<file path="config.mk">
export PLATFORM = sky130hd
export DESIGN_NAME = sorted_seed_priority_queue_core
export DESIGN_NICKNAME = d
export VERILOG_FILES = /design/src/rtl/sspq_pkg.sv /design/src/rtl/sorted_seed_priority_queue_core.sv /design/src/rtl/sspq_ctrl.sv /design/src/rtl/sspq_datapath.sv
export SDC_FILE = /design/constraint.sdc
export NUM_CORES = 2
export LEC_CHECK = 0
export BUFFER_PORTS_ARGS = -buffer_cell sky130_fd_sc_hd__buf_4
export CAP_MARGIN = 15
export CORE_UTILIZATION = 51
export CTS_BUF_LIST = sky130_fd_sc_hd__clkbuf_16
export DETAILED_ROUTE_END_ITERATION = 12
export PLACE_DENSITY = 0.76
export SETUP_SLACK_MARGIN = 0.5
export SLEW_MARGIN = 5
export SYNTH_ARGS = -nofsm -noshare
export SYNTH_HDL_FRONTEND = slang
export SYNTH_SLANG_ARGS = --single-unit
</file>
<file path="constraint.sdc">
create_clock -name i_clk -period 8.7 [get_ports i_clk]
set_clock_uncertainty 0.15 [all_clocks]
set_input_delay 2.175 -clock i_clk [delete_from_list [all_inputs] [get_ports i_clk]]
set_output_delay 2.175 -clock i_clk [all_outputs]
set_load 0.05 [all_outputs]
</file>
<file path="src/rtl/sspq_pkg.sv">
// ----------------------------------------------------------------------------
// sspq_pkg
// shared types and constants of the sorted seed priority queue: operation and
// status codes, item field widths and the controller/datapath link
// ----------------------------------------------------------------------------
package sspq_pkg;

    // item field widths
    localparam int OP_W       = 2;
    localparam int ID_IN_W    = 16;
    localparam int KEY_W      = 32;
    localparam int ST_W       = 2;
    localparam int OCC_W      = 7;
    localparam int IN_TDATA_W = 48;
    localparam int OUT_TDATA_W = 64;
    localparam int OUT_FIELD_W = ID_IN_W + KEY_W + ST_W + OCC_W;

    typedef enum logic [OP_W-1:0] {
        OP_INSERT   = 2'd0,
        OP_DECREASE = 2'd1,
        OP_POP      = 2'd2,
        OP_NOP      = 2'd3
    } t_opcode;

    typedef enum logic [ST_W-1:0] {
        ST_OK     = 2'd0,
        ST_EMPTY  = 2'd1,
        ST_FULL   = 2'd2,
        ST_ABSENT = 2'd3
    } t_status;

    // datapath actions, one per cycle
    typedef enum logic [3:0] {
        DP_NONE,
        DP_LOAD,         // latch item, pointer to head, clear result
        DP_PTR_COUNT,    // pointer to the free slot behind the tail
        DP_RD_BELOW,     // read entry at pointer - 1
        DP_RD_PTR,       // read entry at pointer
        DP_RD_ABOVE,     // read entry at pointer + 1
        DP_INS_MOVE,     // write read entry at pointer, pointer down
        DP_INS_PLACE,    // write new entry at pointer, count up
        DP_PTR_INC,      // pointer up
        DP_SHIFT_MOVE,   // write read entry at pointer, pointer up
        DP_SHIFT_END,    // count down, pointer to the free slot behind the new tail
        DP_HEAD_CAPTURE, // keep read head entry as pop result
        DP_RESULT        // load output register
    } t_dp_act;

    typedef struct packed {
        t_dp_act act;
        t_status st;
    } t_dp_cmd;

    typedef struct packed {
        t_opcode op;
        logic    full;
        logic    empty;
        logic    ptr_zero;
        logic    ptr_at_count;
        logic    above_is_end;
        logic    key_ge;
        logic    id_hit;
        logic    out_free;
    } t_dp_stat;

endpackage

</file>
<file path="src/rtl/sorted_seed_priority_queue_core.sv">
// ----------------------------------------------------------------------------
// sorted_seed_priority_queue_core
// ordered seed list for density-based cluster ordering: a sorted priority
// queue of (id, key) entries with insert, decrease-key and pop-minimum
// ----------------------------------------------------------------------------
// usage
//   slave channel: one operation per item, tuser carries the operation code
//   (insert, decrease, pop), tdata the object id and the unsigned q16.16 key
//   master channel: exactly one item per operation: popped id and key (zero
//   unless a pop succeeded), status and the occupancy after the operation
//   entries sit in a memory with one read port, sorted by ascending key;
//   equal keys keep the newest entry nearest the head
// operation steps
//   every memory step is a read, then a compare and write back
//   insert: from the tail, move each entry with an equal or larger key up
//   one slot, then place the new entry; decrease: find the id from the head,
//   shift the entries behind it down, then insert; pop: keep the head entry,
//   shift the rest down; s_axis_tready is high only in the idle state, so
//   the next item is taken in the cycle after the result is loaded at best
// reset
//   synchronous, active low: occupancy to zero, output register emptied and
//   s_axis_tready low; the memory is not cleared, only occupied slots are read
// stalls
//   a result waits in the output register while m_axis_tready is low; the
//   next item is still taken and worked, and it waits for the slot to free
// ----------------------------------------------------------------------------
module sorted_seed_priority_queue_core #(
    parameter int DEPTH    = 64,
    parameter int ID_WIDTH = 16
) (
    input  logic                             i_clk,
    input  logic                             i_rst_n,
    // operation items
    input  logic                             i_s_axis_tvalid,
    output logic                             o_s_axis_tready,
    // [15:0] object_id, [47:16] key
    input  logic [sspq_pkg::IN_TDATA_W-1:0]  i_s_axis_tdata,
    // [1:0] operation
    input  logic [sspq_pkg::OP_W-1:0]        i_s_axis_tuser,
    // result items
    output logic                             o_m_axis_tvalid,
    input  logic                             i_m_axis_tready,
    // [15:0] popped_id, [47:16] popped_key, [49:48] status,
    // [56:50] occupancy, [63:57] zero
    output logic [sspq_pkg::OUT_TDATA_W-1:0] o_m_axis_tdata
);

    sspq_pkg::t_dp_cmd  dp_cmd;
    sspq_pkg::t_dp_stat dp_stat;

    // sequencer: one action per cycle towards the datapath
    sspq_ctrl u_ctrl (
        .i_clk   (i_clk),
        .i_rst_n (i_rst_n),
        .i_valid (i_s_axis_tvalid),
        .i_stat  (dp_stat),
        .o_ready (o_s_axis_tready),
        .o_cmd   (dp_cmd)
    );

    // sorted entry memory, count, pointer and output register
    sspq_datapath #(
        .DEPTH    (DEPTH),
        .ID_WIDTH (ID_WIDTH)
    ) u_datapath (
        .i_clk     (i_clk),
        .i_rst_n   (i_rst_n),
        .i_cmd     (dp_cmd),
        .i_s_op    (i_s_axis_tuser),
        .i_s_data  (i_s_axis_tdata),
        .i_m_ready (i_m_axis_tready),
        .o_stat    (dp_stat),
        .o_m_valid (o_m_axis_tvalid),
        .o_m_data  (o_m_axis_tdata)
    );

endmodule

</file>
<file path="src/rtl/sspq_ctrl.sv">
// ----------------------------------------------------------------------------
// sspq_ctrl
// sequencer of the seed queue: walks insert, search, shift and pop steps
// and issues one datapath action per cycle
// ----------------------------------------------------------------------------
module sspq_ctrl (
    input  logic              i_clk,
    input  logic              i_rst_n,
    input  logic              i_valid,
    input  sspq_pkg::t_dp_stat i_stat,
    output logic              o_ready,
    output sspq_pkg::t_dp_cmd  o_cmd
);

    typedef enum logic [9:0] {
        S_IDLE        = 10'b00_0000_0001,
        S_DECODE      = 10'b00_0000_0010,
        S_INS_CHECK   = 10'b00_0000_0100,
        S_INS_EVAL    = 10'b00_0000_1000,
        S_FIND_CHECK  = 10'b00_0001_0000,
        S_FIND_EVAL   = 10'b00_0010_0000,
        S_POP_HEAD    = 10'b00_0100_0000,
        S_SHIFT_CHECK = 10'b00_1000_0000,
        S_SHIFT_EVAL  = 10'b01_0000_0000,
        S_DONE        = 10'b10_0000_0000
    } t_state;

    t_state            r_state, n_state;
    sspq_pkg::t_status r_st, n_st;

    always_ff @(posedge i_clk) begin
        if (!i_rst_n) begin
            r_state <= S_IDLE;
            r_st    <= sspq_pkg::ST_OK;
        end else begin
            r_state <= n_state;
            r_st    <= n_st;
        end
    end

    // no item is taken while reset is held
    assign o_ready = i_rst_n && (r_state == S_IDLE);

    always_comb begin
        n_state      = r_state;
        n_st         = r_st;
        o_cmd.act    = sspq_pkg::DP_NONE;
        o_cmd.st     = r_st;
        case (r_state)
            S_IDLE: begin
                if (i_valid) begin
                    o_cmd.act = sspq_pkg::DP_LOAD;
                    n_state   = S_DECODE;
                end
            end
            S_DECODE: begin
                case (i_stat.op)
                    sspq_pkg::OP_INSERT: begin
                        if (i_stat.full) begin
                            n_st    = sspq_pkg::ST_FULL;
                            n_state = S_DONE;
                        end else begin
                            o_cmd.act = sspq_pkg::DP_PTR_COUNT;
                            n_state   = S_INS_CHECK;
                        end
                    end
                    sspq_pkg::OP_DECREASE: begin
                        n_state = S_FIND_CHECK;
                    end
                    sspq_pkg::OP_POP: begin
                        if (i_stat.empty) begin
                            n_st    = sspq_pkg::ST_EMPTY;
                            n_state = S_DONE;
                        end else begin
                            o_cmd.act = sspq_pkg::DP_RD_PTR;
                            n_state   = S_POP_HEAD;
                        end
                    end
                    default: begin
                        n_st    = sspq_pkg::ST_OK;
                        n_state = S_DONE;
                    end
                endcase
            end
            S_INS_CHECK: begin
                if (i_stat.ptr_zero) begin
                    o_cmd.act = sspq_pkg::DP_INS_PLACE;
                    n_st      = sspq_pkg::ST_OK;
                    n_state   = S_DONE;
                end else begin
                    o_cmd.act = sspq_pkg::DP_RD_BELOW;
                    n_state   = S_INS_EVAL;
                end
            end
            S_INS_EVAL: begin
                if (i_stat.key_ge) begin
                    o_cmd.act = sspq_pkg::DP_INS_MOVE;
                    n_state   = S_INS_CHECK;
                end else begin
                    o_cmd.act = sspq_pkg::DP_INS_PLACE;
                    n_st      = sspq_pkg::ST_OK;
                    n_state   = S_DONE;
                end
            end
            S_FIND_CHECK: begin
                if (i_stat.ptr_at_count) begin
                    n_st    = sspq_pkg::ST_ABSENT;
                    n_state = S_DONE;
                end else begin
                    o_cmd.act = sspq_pkg::DP_RD_PTR;
                    n_state   = S_FIND_EVAL;
                end
            end
            S_FIND_EVAL: begin
                if (i_stat.id_hit) begin
                    n_state = S_SHIFT_CHECK;
                end else begin
                    o_cmd.act = sspq_pkg::DP_PTR_INC;
                    n_state   = S_FIND_CHECK;
                end
            end
            S_POP_HEAD: begin
                o_cmd.act = sspq_pkg::DP_HEAD_CAPTURE;
                n_state   = S_SHIFT_CHECK;
            end
            S_SHIFT_CHECK: begin
                if (i_stat.above_is_end) begin
                    o_cmd.act = sspq_pkg::DP_SHIFT_END;
                    if (i_stat.op == sspq_pkg::OP_POP) begin
                        n_st    = sspq_pkg::ST_OK;
                        n_state = S_DONE;
                    end else begin
                        n_state = S_INS_CHECK;
                    end
                end else begin
                    o_cmd.act = sspq_pkg::DP_RD_ABOVE;
                    n_state   = S_SHIFT_EVAL;
                end
            end
            S_SHIFT_EVAL: begin
                o_cmd.act = sspq_pkg::DP_SHIFT_MOVE;
                n_state   = S_SHIFT_CHECK;
            end
            S_DONE: begin
                if (i_stat.out_free) begin
                    o_cmd.act = sspq_pkg::DP_RESULT;
                    n_state   = S_IDLE;
                end
            end
            default: begin
                n_state = S_IDLE;
            end
        endcase
    end

endmodule

</file>
<file path="src/rtl/sspq_datapath.sv">
// ----------------------------------------------------------------------------
// sspq_datapath
// entry memory kept sorted by key, entry count, walking pointer, latched
// item and the output register
// ----------------------------------------------------------------------------
module sspq_datapath #(
    parameter int DEPTH    = 64,
    parameter int ID_WIDTH = 16
) (
    input  logic                                i_clk,
    input  logic                                i_rst_n,
    input  sspq_pkg::t_dp_cmd                   i_cmd,
    input  logic [sspq_pkg::OP_W-1:0]           i_s_op,
    input  logic [sspq_pkg::IN_TDATA_W-1:0]     i_s_data,
    input  logic                                i_m_ready,
    output sspq_pkg::t_dp_stat                  o_stat,
    output logic                                o_m_valid,
    output logic [sspq_pkg::OUT_TDATA_W-1:0]    o_m_data
);

    localparam int SID_W  = (ID_WIDTH < sspq_pkg::ID_IN_W) ? ID_WIDTH : sspq_pkg::ID_IN_W;
    localparam int ENT_W  = SID_W + sspq_pkg::KEY_W;
    localparam int CNT_W  = $clog2(DEPTH + 1);
    localparam int ADDR_W = $clog2(DEPTH);

    logic [ENT_W-1:0] mem [DEPTH];

    logic [CNT_W-1:0]          r_count, n_count;
    logic [CNT_W-1:0]          r_ptr, n_ptr;
    sspq_pkg::t_opcode         r_op;
    logic [SID_W-1:0]          r_id;
    logic [sspq_pkg::KEY_W-1:0] r_key;
    logic [ENT_W-1:0]          r_rd;
    logic [SID_W-1:0]          r_res_id;
    logic [sspq_pkg::KEY_W-1:0] r_res_key;
    logic                      r_out_valid;
    logic [sspq_pkg::OUT_TDATA_W-1:0] r_out_data;

    logic                      rd_en, wr_en;
    logic [CNT_W-1:0]          rd_ptr;
    logic [ENT_W-1:0]          wr_data;
    logic [CNT_W-1:0]          ptr_up, ptr_dn;
    logic [SID_W-1:0]          rd_id;
    logic [sspq_pkg::KEY_W-1:0] rd_key;
    logic [sspq_pkg::OUT_FIELD_W-1:0] out_fields;
    logic                      out_free;

    assign ptr_up = CNT_W'(r_ptr + CNT_W'(1));
    assign ptr_dn = CNT_W'(r_ptr - CNT_W'(1));
    assign rd_id  = r_rd[SID_W-1:0];
    assign rd_key = r_rd[SID_W +: sspq_pkg::KEY_W];
    assign out_free = !r_out_valid || i_m_ready;

    // memory port control
    always_comb begin
        rd_en   = 1'b0;
        rd_ptr  = r_ptr;
        wr_en   = 1'b0;
        wr_data = r_rd;
        n_count = r_count;
        n_ptr   = r_ptr;
        case (i_cmd.act)
            sspq_pkg::DP_LOAD:       n_ptr = '0;
            sspq_pkg::DP_PTR_COUNT:  n_ptr = r_count;
            sspq_pkg::DP_RD_BELOW: begin
                rd_en  = 1'b1;
                rd_ptr = ptr_dn;
            end
            sspq_pkg::DP_RD_PTR:     rd_en = 1'b1;
            sspq_pkg::DP_RD_ABOVE: begin
                rd_en  = 1'b1;
                rd_ptr = ptr_up;
            end
            sspq_pkg::DP_INS_MOVE: begin
                wr_en = 1'b1;
                n_ptr = ptr_dn;
            end
            sspq_pkg::DP_INS_PLACE: begin
                wr_en   = 1'b1;
                wr_data = {r_key, r_id};
                n_count = CNT_W'(r_count + CNT_W'(1));
            end
            sspq_pkg::DP_PTR_INC:    n_ptr = ptr_up;
            sspq_pkg::DP_SHIFT_MOVE: begin
                wr_en = 1'b1;
                n_ptr = ptr_up;
            end
            sspq_pkg::DP_SHIFT_END: begin
                n_count = CNT_W'(r_count - CNT_W'(1));
                n_ptr   = CNT_W'(r_count - CNT_W'(1));
            end
            default: begin
            end
        endcase
    end

    always_ff @(posedge i_clk) begin
        if (wr_en) begin
            mem[r_ptr[ADDR_W-1:0]] <= wr_data;
        end
        if (rd_en) begin
            r_rd <= mem[rd_ptr[ADDR_W-1:0]];
        end
    end

    always_ff @(posedge i_clk) begin
        if (!i_rst_n) begin
            r_count <= '0;
            r_ptr   <= '0;
            r_op    <= sspq_pkg::OP_NOP;
        end else begin
            r_count <= n_count;
            r_ptr   <= n_ptr;
            if (i_cmd.act == sspq_pkg::DP_LOAD) begin
                r_op <= sspq_pkg::t_opcode'(i_s_op);
            end
        end
    end

    // item and pop result, payload only
    always_ff @(posedge i_clk) begin
        if (i_cmd.act == sspq_pkg::DP_LOAD) begin
            r_id      <= SID_W'(i_s_data[sspq_pkg::ID_IN_W-1:0]);
            r_key     <= i_s_data[sspq_pkg::ID_IN_W +: sspq_pkg::KEY_W];
            r_res_id  <= '0;
            r_res_key <= '0;
        end else if (i_cmd.act == sspq_pkg::DP_HEAD_CAPTURE) begin
            r_res_id  <= rd_id;
            r_res_key <= rd_key;
        end
    end

    assign out_fields = {sspq_pkg::OCC_W'(r_count), i_cmd.st, r_res_key,
                         sspq_pkg::ID_IN_W'(r_res_id)};

    always_ff @(posedge i_clk) begin
        if (!i_rst_n) begin
            r_out_valid <= 1'b0;
        end else if (i_cmd.act == sspq_pkg::DP_RESULT) begin
            r_out_valid <= 1'b1;
        end else if (i_m_ready) begin
            r_out_valid <= 1'b0;
        end
    end

    always_ff @(posedge i_clk) begin
        if (i_cmd.act == sspq_pkg::DP_RESULT) begin
            r_out_data <= sspq_pkg::OUT_TDATA_W'(out_fields);
        end
    end

    assign o_m_valid = r_out_valid;
    assign o_m_data  = r_out_data;

    always_comb begin
        o_stat.op           = r_op;
        o_stat.full         = (r_count == CNT_W'(DEPTH));
        o_stat.empty        = (r_count == '0);
        o_stat.ptr_zero     = (r_ptr == '0);
        o_stat.ptr_at_count = (r_ptr == r_count);
        o_stat.above_is_end = (ptr_up == r_count);
        o_stat.key_ge       = (rd_key >= r_key);
        o_stat.id_hit       = (rd_id == r_id);
        o_stat.out_free     = out_free;
    end

endmodule

</file>
==> flow_summary.toml <==
[status]
status = "complete, no violations"

[yosys]
ys_seq_elements = 3302
yosys-top-cells-area = "edfxtp_1, nand2_1, nand3_1"
async_reset_ff_share_pct = 0
yosys.area.top_type = "edfxtp_1"
syn_area_um2 = 131000
synth_area_per_cell_um2 = 14.1
synthCells = 9236
ys_seq_area_share_pct = 75.4
ys_types = 85
ys_warn_count = 0
synth-edff-count = 3225
synth_top_area_share_pct = 74.2
synth_flop_cell = "edfxtp_1"

[floorplanning]
die_y_um = 508
dieArea_um2 = 258000
row_count = 185
core_um2 = 254000
die_x_um = 508
start_util_pct = 51.3
io_pins = 120

[power_and_ir_drop]
irDropWorstVdd_mv = 0.143
power.leakage_uw = 0.0516
power_density_nw_per_um2 = 210

[finish]
final_cells = 12900
fillCellCount = 18600
area_delta_synth_final_pct = 12.0
drive_above_1_share_pct = 10.0
nNetsFinal = 9408
register_area_um2 = 98400
multi_input_area_um2 = 30300

[clock_network]
clock-sinks = 3302
cts_root_buffer = "clkbuf_16"
clk_path_buf_depth = 4
postCtsSetupBuffers = 0
cts_buffers = 325
cts_hold_buf = 0
cts_resized = 0
h-tree-depth = 5
clock_latency_ps = 970
cts_tree = "done"
cts.clk_slew.worst_paths_ps = 60

[detailed_routing]
first_iter_violations = 14300
remaining_drc_errors = 0
drt-vias-per-instance = 6.51
route.final.wire_length_um = 394000
vias = 84200
wl_per_cell_um = 30.4
dr.pass1.iters = 11
antenna_left = 0

[global_route]
grt-busiest-layer = "met2"
grt_max_degree = 166
grt_use_met1_pct = 38.6
use_met2_pct = 45.3
first_global_vias = 80000
overflow = 0
antenna_found_initial = 19
grt_usage_pct = 29.9
grt_util_met3_pct = 8.91
grt_pass1_wl_um = 554000

[place]
dp.cells = 12300
io_buffers = 112
gp_congestion = 0.896
post-dp-hpwl_um = 211000

[setup_path]
cp-start-kind = "flip-flop"
crit_path_end_kind = "flip-flop"
critPathMaxFanout = 122
crit_required_ps = 9330
path_class = "flip-flop to flip-flop"
arrival_ps = 7900

[sta]
setup_violations = 0
fmax_ghz = 0.138
period_minus_slack_ps = 7270
finalHoldViolations = 0
worst_slew_pin_slew_ps = 1320
period_share_pct = 83.6
slew_viol_final = 0
rsz0062_at_grt = "false"
tns_ps = 0
hold_ws_ps = 266
relSlewSlack_pct = 11.9

[job]
max_cap_viol_count = 0

[worst_hold_path]
hold_class = "flip-flop to flip-flop"
-- cell usage after synthesis, drive strengths merged, types with 3 or more instances --
library cell,count
edfxtp,3225
nand2,2130
nand3,1072
mux2i,534
clkbuf,323
buf,280
a21oi,223
o21ai,196
nor2,133
nor3,113
and4,98
dfxtp,77
and3,63
a31oi,59
nor4,58
o22ai,55
a211oi,53
a221oi,51
a22oi,51
a2111oi,48
a22o,48
a32oi,48
a32o,47
inv,42
ha,37
xor2,28
mux2,21
xnor2,14
and2,12
nand4,11
nor2b,10
or3,8
nand2b,6
o211ai,5
a41oi,4
nor3b,4
o211a,4
o21a,4
o31ai,4
or2,4
a21o,3
nand3b,3
-- cell families after synthesis --
kind of cell	synth area share, %
AO/OA/AOI/OAI	4.73
XOR/XNOR	0.293
multiplexers	4.30
buffers and inverters	2.22
AND/OR/NAND/NOR	12.7
adder cells (fa/ha/maj)	0.355
other	0.00287
flip-flops	75.4
-- worst paths after layout --
kind / cells after the start / to / startpoint / slack (ps)
hold / removal: 0 / u_datapath.o_m_data[8]$_DFFE_PP_ / u_datapath.r_res_id[8]$_SDFFE_PN0N_ / 270
setup reg to reg: 17 / u_datapath.r_rd[31]$_DFFE_PP_ / u_datapath.r_rd[16]$_DFFE_PP_ / 1430
setup / recovery: 17 / u_datapath.r_rd[31]$_DFFE_PP_ / u_datapath.r_rd[16]$_DFFE_PP_ / 1430
hold reg to reg: 0 / u_datapath.o_m_data[8]$_DFFE_PP_ / u_datapath.r_res_id[8]$_SDFFE_PN0N_ / 270
-- through the flow --
step | utilization, % | total power [µW] | instance area (µm²) | worst slack [ps]
after floorplan | - | 17700 | 131000 | 2300
final | 57.5 | 30600 | 146000 | 1430
after global routing | 57.4 | 31200 | 146000 | 1350
after global placement | 53.5 | 17800 | 136000 | 1310
after CTS | 57.4 | 30600 | 146000 | 1770
after detailed placement | 53.5 | 17800 | 136000 | 1600
-- layout by cell type, fill, tap and decap left out, types with 50 or more instances in the layout --
cell | Yosys | routed
o21ai_0 | 189 | 157
and4_1 | 98 | 98
mux2i_1 | 533 | 533
nor2_4 | 0 | 73
a221oi_1 | 50 | 50
buf_12 | 0 | 50
clkbuf_16 | 0 | 336
edfxtp_1 | 3225 | 3225
nor3_1 | 111 | 110
a22oi_1 | 51 | 51
o22ai_1 | 55 | 55
dfxtp_1 | 77 | 77
clkinv_2 | 0 | 52
nand3_1 | 1071 | 1070
nand2_1 | 2129 | 2128
a31oi_1 | 59 | 59
nor2_1 | 132 | 60
and3_1 | 63 | 62
a21oi_1 | 223 | 223
buf_4 | 56 | 299
clkinv_1 | 2 | 57
inv_1 | 41 | 121
a211oi_1 | 53 | 53
-- where the power goes --
part	total (µW)	switching, µW	internal (µW)
Combinational	228	164	64.0
Sequential	17200	18.2	17200
Clock	13200	5790	7400
Total	30600	5970	24700
-- sequential cells by signal, indices dropped and copies added (netlist names) --
| name | count |
|---|---|
| u_datapath.mem | 3072 |
| u_datapath.o_m_valid | 1 |
| u_datapath.r_key | 32 |
| u_datapath.r_id | 16 |
| u_datapath.r_res_key | 32 |
| u_datapath.r_count | 7 |
| u_datapath.o_m_data | 57 |
| u_ctrl.r_state | 10 |
| u_datapath.r_rd | 48 |
| u_datapath.r_op | 2 |
| u_datapath.r_res_id | 16 |
| u_datapath.r_ptr | 7 |
| u_ctrl.r_st | 2 |
-- final cells by class --
type	instances	share of cell area (%)
Clock buffer	336	5.75
Tap cell	3366	2.88
Inverter	44	0.113
Antenna cell	15	0.0257
Sequential cell	3302	67.3
Clock inverter	222	0.938
Multi-Input combinational cell	5293	20.7
Timing Repair Buffer	351	2.24
-- critical path: stages (launching register included) --
cell,delay (ps)
edfxtp_1,630
inv_1,170
ha_1,320
nor2b_1,40
o21ai_0,170
a41oi_1,400
o41ai_2,960
a311oi_4,370
a2bb2oi_2,300
xnor2_2,1040
buf_4,330
buf_12,460
buf_4,490
mux2i_1,160
a22oi_1,260
nand3_1,120
a22o_1,290
nor4_2,260
-- metal layers --
metal / up-vias / part of all wire [%]
li1: 34700 / -
met1: 41300 / 35
met2: 6796 / 44
met3: 1300 / 15
met4: 16 / 6.1
met5: - / 0.063
(Power assumes the default switching activity.)
